[config.mk]
export PLATFORM = sky130hd
export DESIGN_NAME = dcd_queue
export DESIGN_NICKNAME = d
export VERILOG_FILES = /design/src/hw/rtl/dcd_pkg.sv /design/src/hw/rtl/dcd_queue.sv
export SDC_FILE = /design/constraint.sdc
export NUM_CORES = 1
export LEC_CHECK = 0
export ABC_AREA = 0
export BUFFER_PORTS_ARGS = -buffer_cell sky130_fd_sc_hd__buf_2
export CAP_MARGIN = 20
export CORE_MARGIN = 1.5
export CORE_UTILIZATION = 40
export CTS_CLUSTER_DIAMETER = 100
export DETAILED_ROUTE_END_ITERATION = 8
export PLACE_DENSITY = 0.59
export SETUP_SLACK_MARGIN = 0.05
export SLEW_MARGIN = 20
export SYNTH_ARGS = -nofsm -noshare
export SYNTH_HDL_FRONTEND = slang
export SYNTH_SLANG_ARGS = --single-unit
[constraint.sdc]
create_clock -name clk_i -period 7.6 [get_ports clk_i]
set_input_delay 0.76 -clock clk_i [delete_from_list [all_inputs] [get_ports clk_i]]
set_output_delay 0.76 -clock clk_i [all_outputs]
set_load 0.01 [all_outputs]
[src/hw/rtl/dcd_pkg.sv]
// Shared types, constants and register codes of the detection cell decoder.
package dcd_pkg;

  // Layer limits
  localparam int MAX_CLASSES   = 80;
  localparam int GRID_MAX      = 128;
  localparam int ANCHORS       = 3;

  // Vector layout
  localparam int HEAD_CHANNELS = 5;
  localparam int COUNT_LIMIT   = 127;
  localparam int CLASS_CAP     = 122;

  // Default depth of the job queue between front and back
  localparam int QUEUE_DEPTH_DEF = 2;

  localparam int CFG_IDX_W  = 3;
  localparam int CFG_DATA_W = 60;

  // Configuration register indexes
  typedef enum logic [CFG_IDX_W-1:0] {
    REG_CONF_THRESHOLD = 3'd0,
    REG_ZERO_POINT     = 3'd1,
    REG_QUANT_SCALE    = 3'd2,
    REG_GRID_STRIDE    = 3'd3,
    REG_CLASS_COUNT    = 3'd4,
    REG_ANCHOR_TABLE   = 3'd5
  } cfg_reg_e;

  // Configuration register file contents
  typedef struct packed {
    logic [15:0] conf_threshold;
    logic [7:0]  zero_point;
    logic [15:0] quant_scale;
    logic [7:0]  grid_stride;
    logic [6:0]  class_count;
    logic [59:0] anchor_table;
  } dcd_cfg_t;

  // One complete cell vector, handed from front to back
  typedef struct packed {
    logic [7:0] box_x;
    logic [7:0] box_y;
    logic [7:0] box_w;
    logic [7:0] box_h;
    logic [7:0] obj;
    logic [7:0] best;
    logic [6:0] cls;
    logic [6:0] row;
    logic [6:0] col;
    logic [1:0] anchor;
  } dcd_job_t;

endpackage

[src/hw/rtl/dcd_queue.sv]
// Small job queue that decouples the classifying front from the decoding back.
module dcd_queue
  import dcd_pkg::*;
#(
  parameter int DEPTH = QUEUE_DEPTH_DEF
) (
  input  logic     clk_i,
  input  logic     rst_ni,
  input  logic     push_i,
  input  dcd_job_t push_data_i,
  output logic     full_o,
  input  logic     pop_i,
  output dcd_job_t pop_data_o,
  output logic     empty_o
);

  localparam int PtrW = (DEPTH > 1) ? $clog2(DEPTH) : 1;
  localparam int CntW = $clog2(DEPTH + 1);

  dcd_job_t            mem_q [DEPTH];
  logic [PtrW-1:0]     wr_ptr_q, wr_ptr_d;
  logic [PtrW-1:0]     rd_ptr_q, rd_ptr_d;
  logic [CntW-1:0]     count_q, count_d;
  logic                do_push, do_pop;

  assign full_o     = (count_q == CntW'(DEPTH));
  assign empty_o    = (count_q == '0);
  assign do_push    = push_i && !full_o;
  assign do_pop     = pop_i && !empty_o;
  assign pop_data_o = mem_q[rd_ptr_q];

  // Pointer and fill count update
  always_comb begin
    wr_ptr_d = wr_ptr_q;
    rd_ptr_d = rd_ptr_q;
    count_d  = count_q;
    if (do_push) begin
      wr_ptr_d = (wr_ptr_q == PtrW'(DEPTH - 1)) ? '0 : wr_ptr_q + 1'b1;
    end
    if (do_pop) begin
      rd_ptr_d = (rd_ptr_q == PtrW'(DEPTH - 1)) ? '0 : rd_ptr_q + 1'b1;
    end
    if (do_push && !do_pop) begin
      count_d = count_q + 1'b1;
    end else if (do_pop && !do_push) begin
      count_d = count_q - 1'b1;
    end
  end

  always_ff @(posedge clk_i or negedge rst_ni) begin
    if (!rst_ni) begin
      wr_ptr_q <= '0;
      rd_ptr_q <= '0;
      count_q  <= '0;
    end else begin
      wr_ptr_q <= wr_ptr_d;
      rd_ptr_q <= rd_ptr_d;
      count_q  <= count_d;
    end
  end

  // Storage
  always_ff @(posedge clk_i) begin
    if (do_push) begin
      mem_q[wr_ptr_q] <= push_data_i;
    end
  end

endmodule

==> flow_metrics.tcl <==
set metrics [dict create \
    grt_pass1_wl_mm 14.0 \
    initial_utilization_pct 40.9 \
    ctsHoldBuffers 0 \
    finalWeightedCongestion 0.645 \
    fmax_mhz 318 \
    dpl.hpwl_mm 5.91 \
    syn_nets 316 \
    async_reset_ff_share_pct 2.74 \
    rows 43 \
    power_switching_uw 787 \
    grt-ovfl-total 0 \
    rsz0062_at_grt "no" \
    die_y_um 122 \
    critPathTopFamily "buffers and inverters" \
    drv_slew 0 \
    synth-seq-area-share_pct 77.0 \
    core_um2 13900 \
    maxSlewHeadroom_pct 30.7 \
    clkSinkCount 146 \
    cts.clk_slew.worst_paths_ps 60 \
    root_buffer "clkbuf_16" \
    seq_area_um2 4370 \
    worst-path-buf-inv 3 \
    start_kind "register" \
    areaGrowthSynthToFinish_pct 26.3 \
    worstMarginPinSlew_ps 1040 \
    cts_buffers 17 \
    status "finished, final reports clean" \
    hold_class "in2async" \
    synth.most_common_cell "edfxtp_1" \
    wl_met2_mm 4.69 \
    critPathMaxFanout 31 \
    setup_ws_ps 4450 \
    post_drt_via_cell_ratio 4.61 \
    nNetsFinal 477 \
    synth_common_cells "142 x edfxtp_1, 69 x mux2_4, 7 x buf_12" \
    drive_gt1_share_pct 61.0 \
    synth.yosys.warnings 0 \
    die_w_um 122 \
    period_share_pct 41.4 \
    cts_tree "yes" \
    first_pass_iters 4 \
    port_buffers 147 \
    clock_latency_ps 410 \
    worstPathArrival_ps 2390 \
    vdd_drop_max_mv 0.181 \
    synth_seq_cells 146 \
    cts_htree_levels 4 \
    ios 148 \
    hold_ws_ps 145 \
    antennaDiodeCount 0 \
    internal_power_uw 2130 \
    yosys-top-cells-area "edfxtp_1 75%, mux2_4 18%, buf_12 2.5%" \
    die_area_um2 14900 \
    max_stage_delay_ps 570 \
    grt.total_usage_pct 13.2 \
    power.density_nw_per_um2 407 \
    synth.top_cell.area_share_pct 75.2 \
    drc_errors 0 \
    first_iter_violations 101 \
    critPathSlowestCell "dfrtp_4" \
    finalSetupViolations 0 \
    synth_area_um2 5670 \
    wl_met3_um 720 \
    pwr-share-comb_pct 29.9 \
    yosysTopAreaCell "edfxtp_1" \
    setup-tns-final_ps 0 \
    critPathKind "reg2out" \
    grt_pass1_vias 2791 \
    wl_mm 9.53 \
    syn_inst 240 \
    vias 2734 \
    cts_buffer_depth 2 \
    ys.flop_type "edfxtp_1" \
    antenna_found_initial 1 \
    switching_share_pct 27.0 \
    endpoint_kind "primary output" \
    cp_cell_sequence "buf_4 -> buf_16 -> mux2_2 -> buf_2" \
    drv_cap 0 \
    layout_min_cycle_time_ps 3150 \
    p_leak_uw 0.00290 \
    dp_worst_setup_slack_ps 4850 \
    grt_max_degree 72 \
    pwr-share-seq_pct 40.2 \
    met1_length_mm 3.90 \
    p_clk_share_pct 30.0 \
    wire_per_inst_um 16.1 \
    fin_skew_ps 3.46 \
    required_ps 6840 \
    syn_area_per_cell_um2 23.6 \
    ctsResizeCount 0 \
    highest_layer "met5" \
    multiInputGateArea_um2 1160 \
    detail-route-antenna-nets 0 \
    synth_edf_count 142 \
    hold_viol_final 0 \
    synth_cell_types 15 \
    postCtsSetupBuffers 0 \
    fill_cells 1183 \
]
[registers in the layout (all words and copies together) (netlist names)]
signal / flops
rd_ptr_q: 1
wr_ptr_q: 1
count_q: 2
mem_q: 142
[kinds of logic after synthesis]
logic type               count (synthesis)  synth area share, %
flip-flops                             146                 77.0
multiplexers                            71                 18.7
buffers and inverters                   10                 2.80
AND/OR/NAND/NOR                          6                0.486
XOR/XNOR                                 5                0.772
AO/OA/AOI/OAI                            1               0.0882
adder cells (fa/ha/maj)                  1                0.221
[worst reg2reg max path, stage by stage (launching register included)]
cell	delay, ps
dfrtp_1	420
nand2b_1	190
nand2_1	150
nor2_4	660
buf_4	640
[power by group through the flow]
stage | clock (µW) | sequential (µW) | combinational, µW
floorplan | 0 | 1170 | 686
global placement | 0 | 1180 | 883
detailed placement | 0 | 1190 | 890
CTS | 901 | 1180 | 893
global route | 925 | 1190 | 940
finish | 874 | 1170 | 871
[path summary, 6_finish.rpt]
| kind | from | end | slack (ps) | cells after the start |
|---|---|---|---|---|
| max in group asynchronous | rst_ni | rd_ptr_q | 7310 | 1 |
| max reg2reg | count_q[0] | mem_q[0][8] | 5150 | 4 |
| min reg2reg | count_q[1] | count_q[1] | 520 | 1 |
| max | rd_ptr_q | pop_data_o[49] | 4450 | 4 |
| min in group clk_i | count_q[1] | count_q[1] | 520 | 1 |
| min | rst_ni | rd_ptr_q | 140 | 1 |
[cell type report]
cell class                 count  area share [%]
clock inverter                12            2.64
multi-input combinational     84            16.2
clock buffer                  19            6.05
sequential                   146            61.0
inverter                       2           0.105
tap                          180            3.15
timing repair buffer         150            10.9
[metal layers]
metal	vias to the layer above	global-route usage (%)
li1	1268	-
met1	1344	15.2
met2	99	21.0
met3	21	5.29
met4	2	7.19
met5	-	0
[per-stage QoR]
stage,instance area (µm²),utilization [%],total power [µW],instances
floorplan,5670,-,1860,240
global placement,6510,46.9,2060,561
detailed placement,6540,47.1,2080,562
CTS,7160,51.6,2970,593
global route,7160,51.6,3050,593
finish,7160,51.6,2920,593
[cells in the final DEF, fill, tap and decap left out]
master and count:
mux2_4 69, nor2_1 2, ha_1 1, mux2_2 2, and3_4 1, buf_4 2
xor2_1 2, xnor2_1 3, buf_2 147, nor2_4 1, dfrtp_4 1, nand2_1 1
clkbuf_1 2, o21ai_1 1, bufinv_16 5, clkinv_1 1, inv_1 2, clkbuf_16 17
clkinv_2 4, nand2b_1 1, dfrtp_1 3, clkinvlp_4 2, edfxtp_1 142, buf_16 1
(Power assumes the default switching activity.)
