<file path="config.mk">
export PLATFORM = sky130hd
export DESIGN_NAME = dcd_front
export DESIGN_NICKNAME = d
export VERILOG_FILES = /design/src/hw/rtl/dcd_pkg.sv /design/src/hw/rtl/dcd_front.sv
export SDC_FILE = /design/constraint.sdc
export NUM_CORES = 1
export LEC_CHECK = 0
export BUFFER_PORTS_ARGS = -buffer_cell sky130_fd_sc_hd__buf_4
export CAP_MARGIN = 20
export CORE_ASPECT_RATIO = 1.4
export CORE_UTILIZATION = 31
export CTS_BUF_LIST = sky130_fd_sc_hd__clkbuf_8
export DETAILED_ROUTE_END_ITERATION = 10
export GPL_TIMING_DRIVEN = 0
export SLEW_MARGIN = 20
export SYNTH_ARGS = -nofsm -noshare
export SYNTH_HDL_FRONTEND = slang
export SYNTH_SLANG_ARGS = --single-unit
</file>
<file path="constraint.sdc">
create_clock -name clk_i -period 3.5 [get_ports clk_i]
set_input_delay 0 -clock clk_i [delete_from_list [all_inputs] [get_ports clk_i]]
set_output_delay 0 -clock clk_i [all_outputs]
set_load 0.005 [all_outputs]
</file>
<file path="src/hw/rtl/dcd_pkg.sv">
// Shared types, constants and register codes of the detection cell decoder.
package dcd_pkg;

  // Layer limits
  localparam int MAX_CLASSES   = 80;
  localparam int GRID_MAX      = 128;
  localparam int ANCHORS       = 3;

  // Vector layout
  localparam int HEAD_CHANNELS = 5;
  localparam int COUNT_LIMIT   = 127;
  localparam int CLASS_CAP     = 122;

  // Default depth of the job queue between front and back
  localparam int QUEUE_DEPTH_DEF = 2;

  localparam int CFG_IDX_W  = 3;
  localparam int CFG_DATA_W = 60;

  // Configuration register indexes
  typedef enum logic [CFG_IDX_W-1:0] {
    REG_CONF_THRESHOLD = 3'd0,
    REG_ZERO_POINT     = 3'd1,
    REG_QUANT_SCALE    = 3'd2,
    REG_GRID_STRIDE    = 3'd3,
    REG_CLASS_COUNT    = 3'd4,
    REG_ANCHOR_TABLE   = 3'd5
  } cfg_reg_e;

  // Configuration register file contents
  typedef struct packed {
    logic [15:0] conf_threshold;
    logic [7:0]  zero_point;
    logic [15:0] quant_scale;
    logic [7:0]  grid_stride;
    logic [6:0]  class_count;
    logic [59:0] anchor_table;
  } dcd_cfg_t;

  // One complete cell vector, handed from front to back
  typedef struct packed {
    logic [7:0] box_x;
    logic [7:0] box_y;
    logic [7:0] box_w;
    logic [7:0] box_h;
    logic [7:0] obj;
    logic [7:0] best;
    logic [6:0] cls;
    logic [6:0] row;
    logic [6:0] col;
    logic [1:0] anchor;
  } dcd_job_t;

endpackage

</file>
<file path="src/hw/rtl/dcd_front.sv">
// Front end: takes channel beats, keeps box values and the running class maximum.
module dcd_front
  import dcd_pkg::*;
(
  input  logic        clk_i,
  input  logic        rst_ni,
  input  dcd_cfg_t    cfg_i,
  input  logic        beat_valid_i,
  output logic        beat_ready_o,
  input  logic [7:0]  raw_value_i,
  input  logic [6:0]  cell_row_i,
  input  logic [6:0]  cell_col_i,
  input  logic [1:0]  anchor_sel_i,
  input  logic        last_value_i,
  output logic        push_o,
  output dcd_job_t    push_data_o,
  input  logic        queue_full_i
);

  localparam int ClassLimI = (MAX_CLASSES < CLASS_CAP) ? MAX_CLASSES : CLASS_CAP;
  localparam logic [6:0] ClassLim = 7'(ClassLimI);
  localparam logic [6:0] Head     = 7'(HEAD_CHANNELS);
  localparam logic [6:0] CntMax   = 7'(COUNT_LIMIT);

  logic [6:0] cnt_q, cnt_d;
  logic [6:0] idx_q, idx_d;
  logic [7:0] box_q [4];
  logic [7:0] obj_q;
  logic [7:0] best_q, best_d;
  logic [6:0] nclass;
  logic [6:0] need;
  logic       complete;
  logic       beat;

  assign beat_ready_o = !queue_full_i;
  assign beat         = beat_valid_i && beat_ready_o;

  // Effective class count and vector length
  always_comb begin
    nclass = cfg_i.class_count;
    if (nclass == '0) begin
      nclass = 7'd1;
    end
    if (nclass > ClassLim) begin
      nclass = ClassLim;
    end
    need = Head + nclass;
  end

  assign complete = ({1'b0, cnt_q} + 8'd1) >= {1'b0, need};

  // Running first strict maximum over the class values
  always_comb begin
    best_d = best_q;
    idx_d  = idx_q;
    if (cnt_q == Head) begin
      best_d = raw_value_i;
      idx_d  = '0;
    end else if (cnt_q > Head && cnt_q < need &&
                 $signed(raw_value_i) > $signed(best_q)) begin
      best_d = raw_value_i;
      idx_d  = cnt_q - Head;
    end
  end

  // Channel counter, saturating, cleared at the end of a vector
  always_comb begin
    cnt_d = (cnt_q < CntMax) ? cnt_q + 1'b1 : CntMax;
    if (last_value_i) begin
      cnt_d = '0;
    end
  end

  always_ff @(posedge clk_i or negedge rst_ni) begin
    if (!rst_ni) begin
      cnt_q <= '0;
      idx_q <= '0;
    end else if (beat) begin
      cnt_q <= cnt_d;
      idx_q <= last_value_i ? '0 : idx_d;
    end
  end

  // Captured channel values
  always_ff @(posedge clk_i) begin
    if (beat) begin
      if (cnt_q < 7'd4) begin
        box_q[cnt_q[1:0]] <= raw_value_i;
      end
      if (cnt_q == 7'd4) begin
        obj_q <= raw_value_i;
      end
      best_q <= best_d;
    end
  end

  // A complete vector becomes a job
  assign push_o = beat && last_value_i && complete;

  always_comb begin
    push_data_o.box_x  = box_q[0];
    push_data_o.box_y  = box_q[1];
    push_data_o.box_w  = box_q[2];
    push_data_o.box_h  = box_q[3];
    push_data_o.obj    = obj_q;
    push_data_o.best   = best_d;
    push_data_o.cls    = idx_d;
    push_data_o.row    = cell_row_i;
    push_data_o.col    = cell_col_i;
    push_data_o.anchor = anchor_sel_i;
  end

endmodule

</file>
==> results.tsv, run 1 <==
stage	metric	value	unit
status	status	complete, no violations	
synthesis	Yosys top cell by area	edfxtp_1	
floorplan	io pins	217	
global_route	number of global-route vias before repair	2295	
sta	clk_skew	0.00804	ns
routing	DRT antenna net count	0	
clock_network	Clock H-tree levels	3	
synthesis	ys flop type	edfxtp_1	
final_layout	FF+latch area	1790	µm²
sta	Max Slew Vio Count	0	
synthesis	Seq cells post-synth	62	
synthesis	Post-synth EDFFs	48	
power	peak supply drop	0.143	mV
clock_network	clock-pin slew on the worst setup and hold paths	0.07	ns
final_layout	Layout Nets	562	
synthesis	Unique masters post-synth	40	
clock_network	CTS buffer count	9	
placed_design	GP Congestion	0.761	
setup_path	crit-path max FO	10	
synthesis	Yosys top cell area share	0.438	
final_layout	layout cell share with drive strength beyond 1	0.351	
synthesis	most frequent cells after synthesis	edfxtp_1, ha_1, inv_1	
synthesis	synth top area cells	edfxtp_1, dfrtp_1, ha_1	
synthesis	post-synthesis cell count	279	
setup_path	R2R Setup Slk	0.92	ns
power	pwr dens	436	nW/µm²
setup_path	Crit Reg-Reg Endpoint	best_q[5]$_DFFE_PP_	
setup_path	R2R cell count	8	
synthesis	count leader, synth	edfxtp_1	
sta	post-layout minimum cycle time	3.16	ns
sta	Final Hold Fails	0	
routing	1st-pass router iterations	4	
sta	Final WS setup	0.340	ns
synthesis	sequential area share after synthesis	0.544	
power	Pwr Total	1.93	mW
synthesis	share of flip-flops with an asynchronous set or reset	0.226	
setup_path	kind of start point of the critical path	input port	
sta	worst slew pin tran	0.804	ns
routing	drc violations	0	
synthesis	Mapped Nets	450	
routing	via count	2481	
placed_design	dpl cell area	4160	µm²
sta	RSZ-0062 raised after global routing	no	
synthesis	Avg Inst Size Synth	11.8	µm²
clock_network	TritonCTS clock tree	done	
power	leak pwr	1.92	nW
final_layout	non-filler cells in the finished layout	534	
floorplan	initial core utilization	0.318	
sta	final period utilization	0.903	
global_route	global route overflow	0	
floorplan	Die W	89.1	µm
clock_network	Num Clock Sinks	62	
floorplan	Die Y	124	µm
global_route	largest net degree at the start of global routing	18	
global_route	GR Util All Layers	0.137	
placed_design	Setup WS pre-CTS	-0.161	ns
sta	final setup fails	0	
synthesis	Post-Syn Area	3290	µm²
min_path	Hold WC Path Type	input port to asynchronous set/reset pin	
setup_path	Worst Path Required	3.50	ns
setup_path	Critical Path Sink Type	output port	
routing	post-DR vias/cell	4.65	
global_route	first-pass GRT wire length	11200	µm
setup_path	crit path kind	input port to output port	
floorplan	Placeable Area	10300	µm²
sta	Slew headroom	0.461	
setup_path	r2r startpoint	best_q[5]$_DFFE_PP_	
placed_design	DP HPWL	5570	µm
flow_run	max-cap viol count	0	
final_layout	Layout area overhead	34.8	%
sta	Fmax	316	MHz
clock_network	Longest Clk Path Bufs	2	
setup_path	Arr. time, crit path	3.16	ns
placed_design	PortBufs	91	
final_layout	fin area	4440	µm²
final_layout	Final Core Density	0.429	
floorplan	num rows	44	
placed_design	Placed Cells	508	
final_layout	fillers	979	
routing	Routed WL	7270	µm
floorplan	die area	11000	µm²
global_route	initial antenna violation count	0	
final_layout	ant diodes	0	
final_layout	Multi-input gate area	1270	µm²
routing	Iteration-0 DRC Markers	124	
synthesis	YS warnings	0	
routing	detailed-route wire length per cell	13.6	µm
clock_network	Root Buffer	clkbuf_8	
clock_network	worst-skew pair later-pin latency	0.34	ns
-- flip-flops by register name, summed over array words and instances (netlist names) --
register and flops:
best_q 8, box_q 32, cnt_q 7, idx_q 7
obj_q 8
-- worst max-delay path by stage --
stage / from / to / slack, ns / depth (start not counted)
global placement: cfg_i[60] / best_q[1]$_DFFE_PP_ / -0.12 / 14
detailed placement: cfg_i[60] / best_q[5]$_DFFE_PP_ / -0.16 / 14
floorplan: cfg_i[60] / best_q[1]$_DFFE_PP_ / 0.45 / 13
global route: cfg_i[60] / push_data_o[20] / 0.05 / 16
CTS: cfg_i[60] / push_data_o[20] / 0.14 / 16
finish: cfg_i[60] / push_data_o[20] / 0.34 / 16
-- layout make-up --
class	count	share of cell area
inverter	23	0.0194
clock inverter	5	0.00620
timing repair buffer	101	0.176
clock buffer	11	0.0341
tap	138	0.0389
sequential	62	0.403
buffer	24	0.0366
multi-input combinational	170	0.285
-- per-stage QoR --
step	setup TNS (ns)	hold WS (ns)
global placement	-0.855	-0.138
CTS	0	0.0378
global route	0	0.0666
floorplan	0	-0.296
detailed placement	-1.73	-0.136
finish	0	0.0423
-- cells in the final DEF (no fill, tap or decap), types with 2 or more instances in the layout --
| master | count |
|---|---|
| a211oi_1 | 3 |
| a21oi_1 | 12 |
| a31oi_1 | 4 |
| and2_1 | 5 |
| and3_1 | 3 |
| buf_4 | 109 |
| clkbuf_1 | 5 |
| clkbuf_8 | 11 |
| clkinvlp_4 | 2 |
| dfrtp_1 | 14 |
| dlygate4sd3_1 | 9 |
| edfxtp_1 | 48 |
| ha_1 | 27 |
| inv_1 | 24 |
| mux2_2 | 8 |
| mux2i_1 | 4 |
| nand2_1 | 15 |
| nand3_1 | 5 |
| nand4_1 | 3 |
| nor2_1 | 20 |
| nor2b_1 | 3 |
| nor3_1 | 2 |
| nor3_2 | 2 |
| nor4_1 | 3 |
| o211ai_1 | 3 |
| o21a_1 | 3 |
| o21ai_0 | 10 |
| o2bb2ai_1 | 6 |
| o31ai_1 | 4 |
| or3_1 | 2 |
| xnor2_1 | 10 |
| xor2_1 | 3 |
-- cell families (layout without fill, tap and decap cells) --
| kind of cell | count (synthesis) | after routing | synth area share |
|---|---|---|---|
| multiplexers | 12 | 12 | 0.0395 |
| AO/OA/AOI/OAI | 54 | 54 | 0.112 |
| flip-flops | 62 | 62 | 0.544 |
| XOR/XNOR | 13 | 13 | 0.0346 |
| AND/OR/NAND/NOR | 64 | 64 | 0.0915 |
| adder cells (fa/ha/maj) | 27 | 27 | 0.103 |
| buffers and inverters | 47 | 164 | 0.0756 |
-- worst max-delay path, stage by stage --
cell and delay (ns):
buf_4 0.12, nor4_1 0.34, nor2b_1 0.10, o21ai_2 0.18, and2_1 0.16, ha_1 0.18, o21a_1 0.17, a31oi_1 0.15
ha_1 0.32, a221oi_1 0.33, o211ai_1 0.18, a211oi_4 0.27, buf_4 0.23, nor2_1 0.05, a211oi_1 0.23, buf_4 0.15
-- timing repair --
item | 4_1_cts | 5_1_grt
pin swaps | 1 | 0
gates resized for setup | 0 | 2
cloned | 0 | 0
hold buffers | 9 | 0
endpoints found under the setup margin | 13 | 14
setup buffers | 1 | 0
hold endpoints to repair | 54 | 0
-- metal layers --
metal / routed length (µm) / GRT usage / share of wire / up-vias
met5: 0 / 0 / 0 / -
met4: 135 / 0.0565 / 0.019 / 0
met3: 572 / 0.0305 / 0.079 / 10
met2: 3640 / 0.243 / 0.50 / 124
met1: 2930 / 0.156 / 0.40 / 1133
li1: - / - / - / 1214
-- where the power goes --
part / total (mW) / leakage (nW) / internal (mW) / switching, mW
sequential: 0.883 / 0.625 / 0.852 / 0.0314
combinational: 0.492 / 1.20 / 0.251 / 0.242
clock: 0.559 / 0.0939 / 0.289 / 0.270
Note: power is estimated with default switching activity, not from simulation.
==> run 2: changes to the inputs <==
CORE_ASPECT_RATIO = 0.9   (was 1.4)
clock period = 3.05 ns   (was 3.5 ns; I/O delays follow)
==> run 2 against run 1 <==
Net effect: the run now ends with negative setup slack left; clock power up 9.1%; final cell count up 1.5%; combinational power up 36%; count of clock-buffer cells in the layout down 2; wire length up 8.7%; sequential cell count unchanged; via count up 2.0%; clock skew up 0.0042 ns; die area about the same; core utilization up 2.6 points; sequential share of layout area down 2.1 points; hold slack better by 0.0096 ns; critical path type unchanged; critical endpoint is now push_data_o[27].
==> results.tsv, run 2 (synthesized netlist as in run 1, its figures left out) <==
stage	metric	value	unit	change
placed_design	Setup WS pre-CTS	-0.627	ns	-0.466 ns
setup_path	Worst path slowest cell	mux2_2		
clock_network	Clock H-tree levels	3		unchanged
clock_network	Longest Clk Path Bufs	2		unchanged
power	peak supply drop	0.228	mV	+60%
setup_path	crit-path max cell delay	0.39	ns	+0.05 ns
status	status	finished, violations left		
clock_network	clock-pin slew on the worst setup and hold paths	0.07	ns	about the same
routing	Iteration-0 DRC Markers	63		-49%
setup_path	Critical path buffers and inverters	3		unchanged
final_layout	Final Core Density	0.455		+0.0263
final_layout	non-filler cells in the finished layout	542		+1.5%
sta	worst slew pin tran	0.810	ns	+0.00691 ns
final_layout	layout cell share with drive strength beyond 1	0.407		+0.0558
floorplan	num rows	35		-20%
final_layout	ant diodes	0		unchanged
clock_network	TritonCTS clock tree	done		
floorplan	Placeable Area	10300	µm²	-0.57%
global_route	met3 usage	0.0362		+0.00575
sta	final setup fails	9		+9
setup_path	crit-path max FO	8		-2
floorplan	Die Y	99.8	µm	-19%
placed_design	Placed Cells	500		-1.6%
sta	setup TNS	-0.246	ns	-0.246 ns
floorplan	die area	11000	µm²	about the same
power	Pwr Total	2.29	mW	+19%
global_route	GRT met1 Usage	0.197		+0.0408
final_layout	commonest non-fill, non-tap cell in the layout	buf_4		
sta	final period utilization	1.01		
placed_design	dpl cell area	4160	µm²	about the same
routing	drc violations	0		unchanged
floorplan	initial core utilization	0.320		+0.00182
power	pwr dens	489	nW/µm²	+12%
floorplan	Die W	111	µm	+24%
global_route	Most Crowded Layer GR	met2		
sta	post-layout minimum cycle time	3.08	ns	
routing	DRT antenna net count	0		unchanged
routing	detailed-route wire length per cell	14.6	µm	+7.1%
flow_run	max-cap viol count	0		unchanged
final_layout	Layout area overhead	42.2	%	
floorplan	io pins	217		unchanged
global_route	largest net degree at the start of global routing	18		unchanged
setup_path	Worst Path Required	3.05	ns	-0.45 ns
global_route	initial antenna violation count	0		unchanged
final_layout	most frequent cells in the layout	buf_4, edfxtp_1, ha_1		
setup_path	kind of start point of the critical path	input port		
setup_path	Critical Path Sink Type	output port		
placed_design	PortBufs	91		unchanged
clock_network	CTS buffer count	9		unchanged
sta	Fmax	324	MHz	
placed_design	GP Congestion	0.804		+5.7%
setup_path	crit-path leading delay family	simple AND/OR/NAND/NOR gates		
setup_path	crit path kind	input port to output port		
final_layout	fillers	965		-1.4%
min_path	Hold WC Path Type	input port to asynchronous set/reset pin		
global_route	GR Util All Layers	0.144		+0.00789
clock_network	worst-skew pair later-pin latency	0.34	ns	about the same
status	failing checks	negative setup slack		
sta	Slew headroom	0.457		-0.00463
sta	clk_skew	0.0122	ns	+0.00418 ns
placed_design	DP HPWL	5660	µm	+1.6%
global_route	met2 Usage GRT	0.229		-0.0140
routing	1st-pass router iterations	4		unchanged
sta	Max Slew Vio Count	0		unchanged
clock_network	Num Clock Sinks	62		unchanged
global_route	number of global-route vias before repair	2439		+6.3%
routing	via count	2531		+2.0%
sta	Final WS setup	-0.0341	ns	-0.374 ns
setup_path	Arr. time, crit path	3.08	ns	-0.08 ns
power	leak pwr	2.05	nW	+6.8%
final_layout	fin area	4690	µm²	+5.5%
sta	RSZ-0062 raised after global routing	yes		
routing	post-DR vias/cell	4.67		+0.51%
sta	final hold slack	0.0518	ns	+0.00959 ns
setup_path	critical path, cell by cell	buf_8 > nor4_4 > nor2b_1 > o21ai_2 > and2_1 > ha_2 > o21a_1 > xnor2_1 > and2_1 > ha_1 > o211ai_1 > a21oi_2 > a211oi_4 > buf_4 > nor2_4 > mux2_2 > buf_4		
sta	Final Hold Fails	0		unchanged
clock_network	Root Buffer	clkbuf_8		
final_layout	Layout Nets	579		+3.0%
routing	Routed WL	7910	µm	+8.7%
final_layout	max reg flops	32		unchanged
global_route	global route overflow	0		unchanged
global_route	first-pass GRT wire length	12400	µm	+11%
-- run 2: changes by cell type in the layout (fill, tap and decap cells not counted), sizes merged --
cell / delta
buf: +17
clkinv: +3
clkbuf: -2
inv: -1
-- run 2: worst paths after layout --
kind	from	endpoint	slack [ns]	cells past startpoint
min reg2reg	idx_q[6]$_DFFE_PN0P_	idx_q[6]$_DFFE_PN0P_	0.50	1
min in group clk_i	beat_valid_i	cnt_q[3]$_DFFE_PN0P_	0.09	4
min	rst_ni	cnt_q[4]$_DFFE_PN0P_	0.05	2
max reg2reg	cnt_q[4]$_DFFE_PN0P_	best_q[5]$_DFFE_PP_	0.36	9
max in group asynchronous	rst_ni	cnt_q[5]$_DFFE_PN0P_	2.81	2
max	cfg_i[60]	push_data_o[27]	-0.03	17
-- run 2: what timing repair did --
item | 4_1_cts | 5_1_grt
resized for setup | 18 | 15
hold endpoints to repair | 54 | 0
pin swaps | 8 | 10
setup endpoints to repair | 30 | 16
cloned | 0 | 1
buffers inserted | 5 | 11
hold buffers | 9 | 0
-- run 2: power by group --
part	switching [mW]	internal [mW]	leakage [nW]	total, mW
clock	0.322	0.288	0.0862	0.610
sequential	0.0366	0.977	0.625	1.01
combinational	0.314	0.356	1.34	0.670
total	0.673	1.62	2.05	2.29
-- run 2: layer usage --
layer	vias up	share of wire
met2	110	0.45
met5	-	0
li1	1251	-
met1	1159	0.48
met4	0	0.015
met3	11	0.053
-- run 2: final cells by class --
cell class,instances,area [µm²],area share
sequential,62,1790,0.382
multi-input combinational,170,1370,0.292
timing repair buffer,118,947,0.202
buffer,24,166,0.0355
tap,129,161,0.0344
clock buffer,9,124,0.0264
inverter,23,86.3,0.0184
clock inverter,7,42.5,0.00908
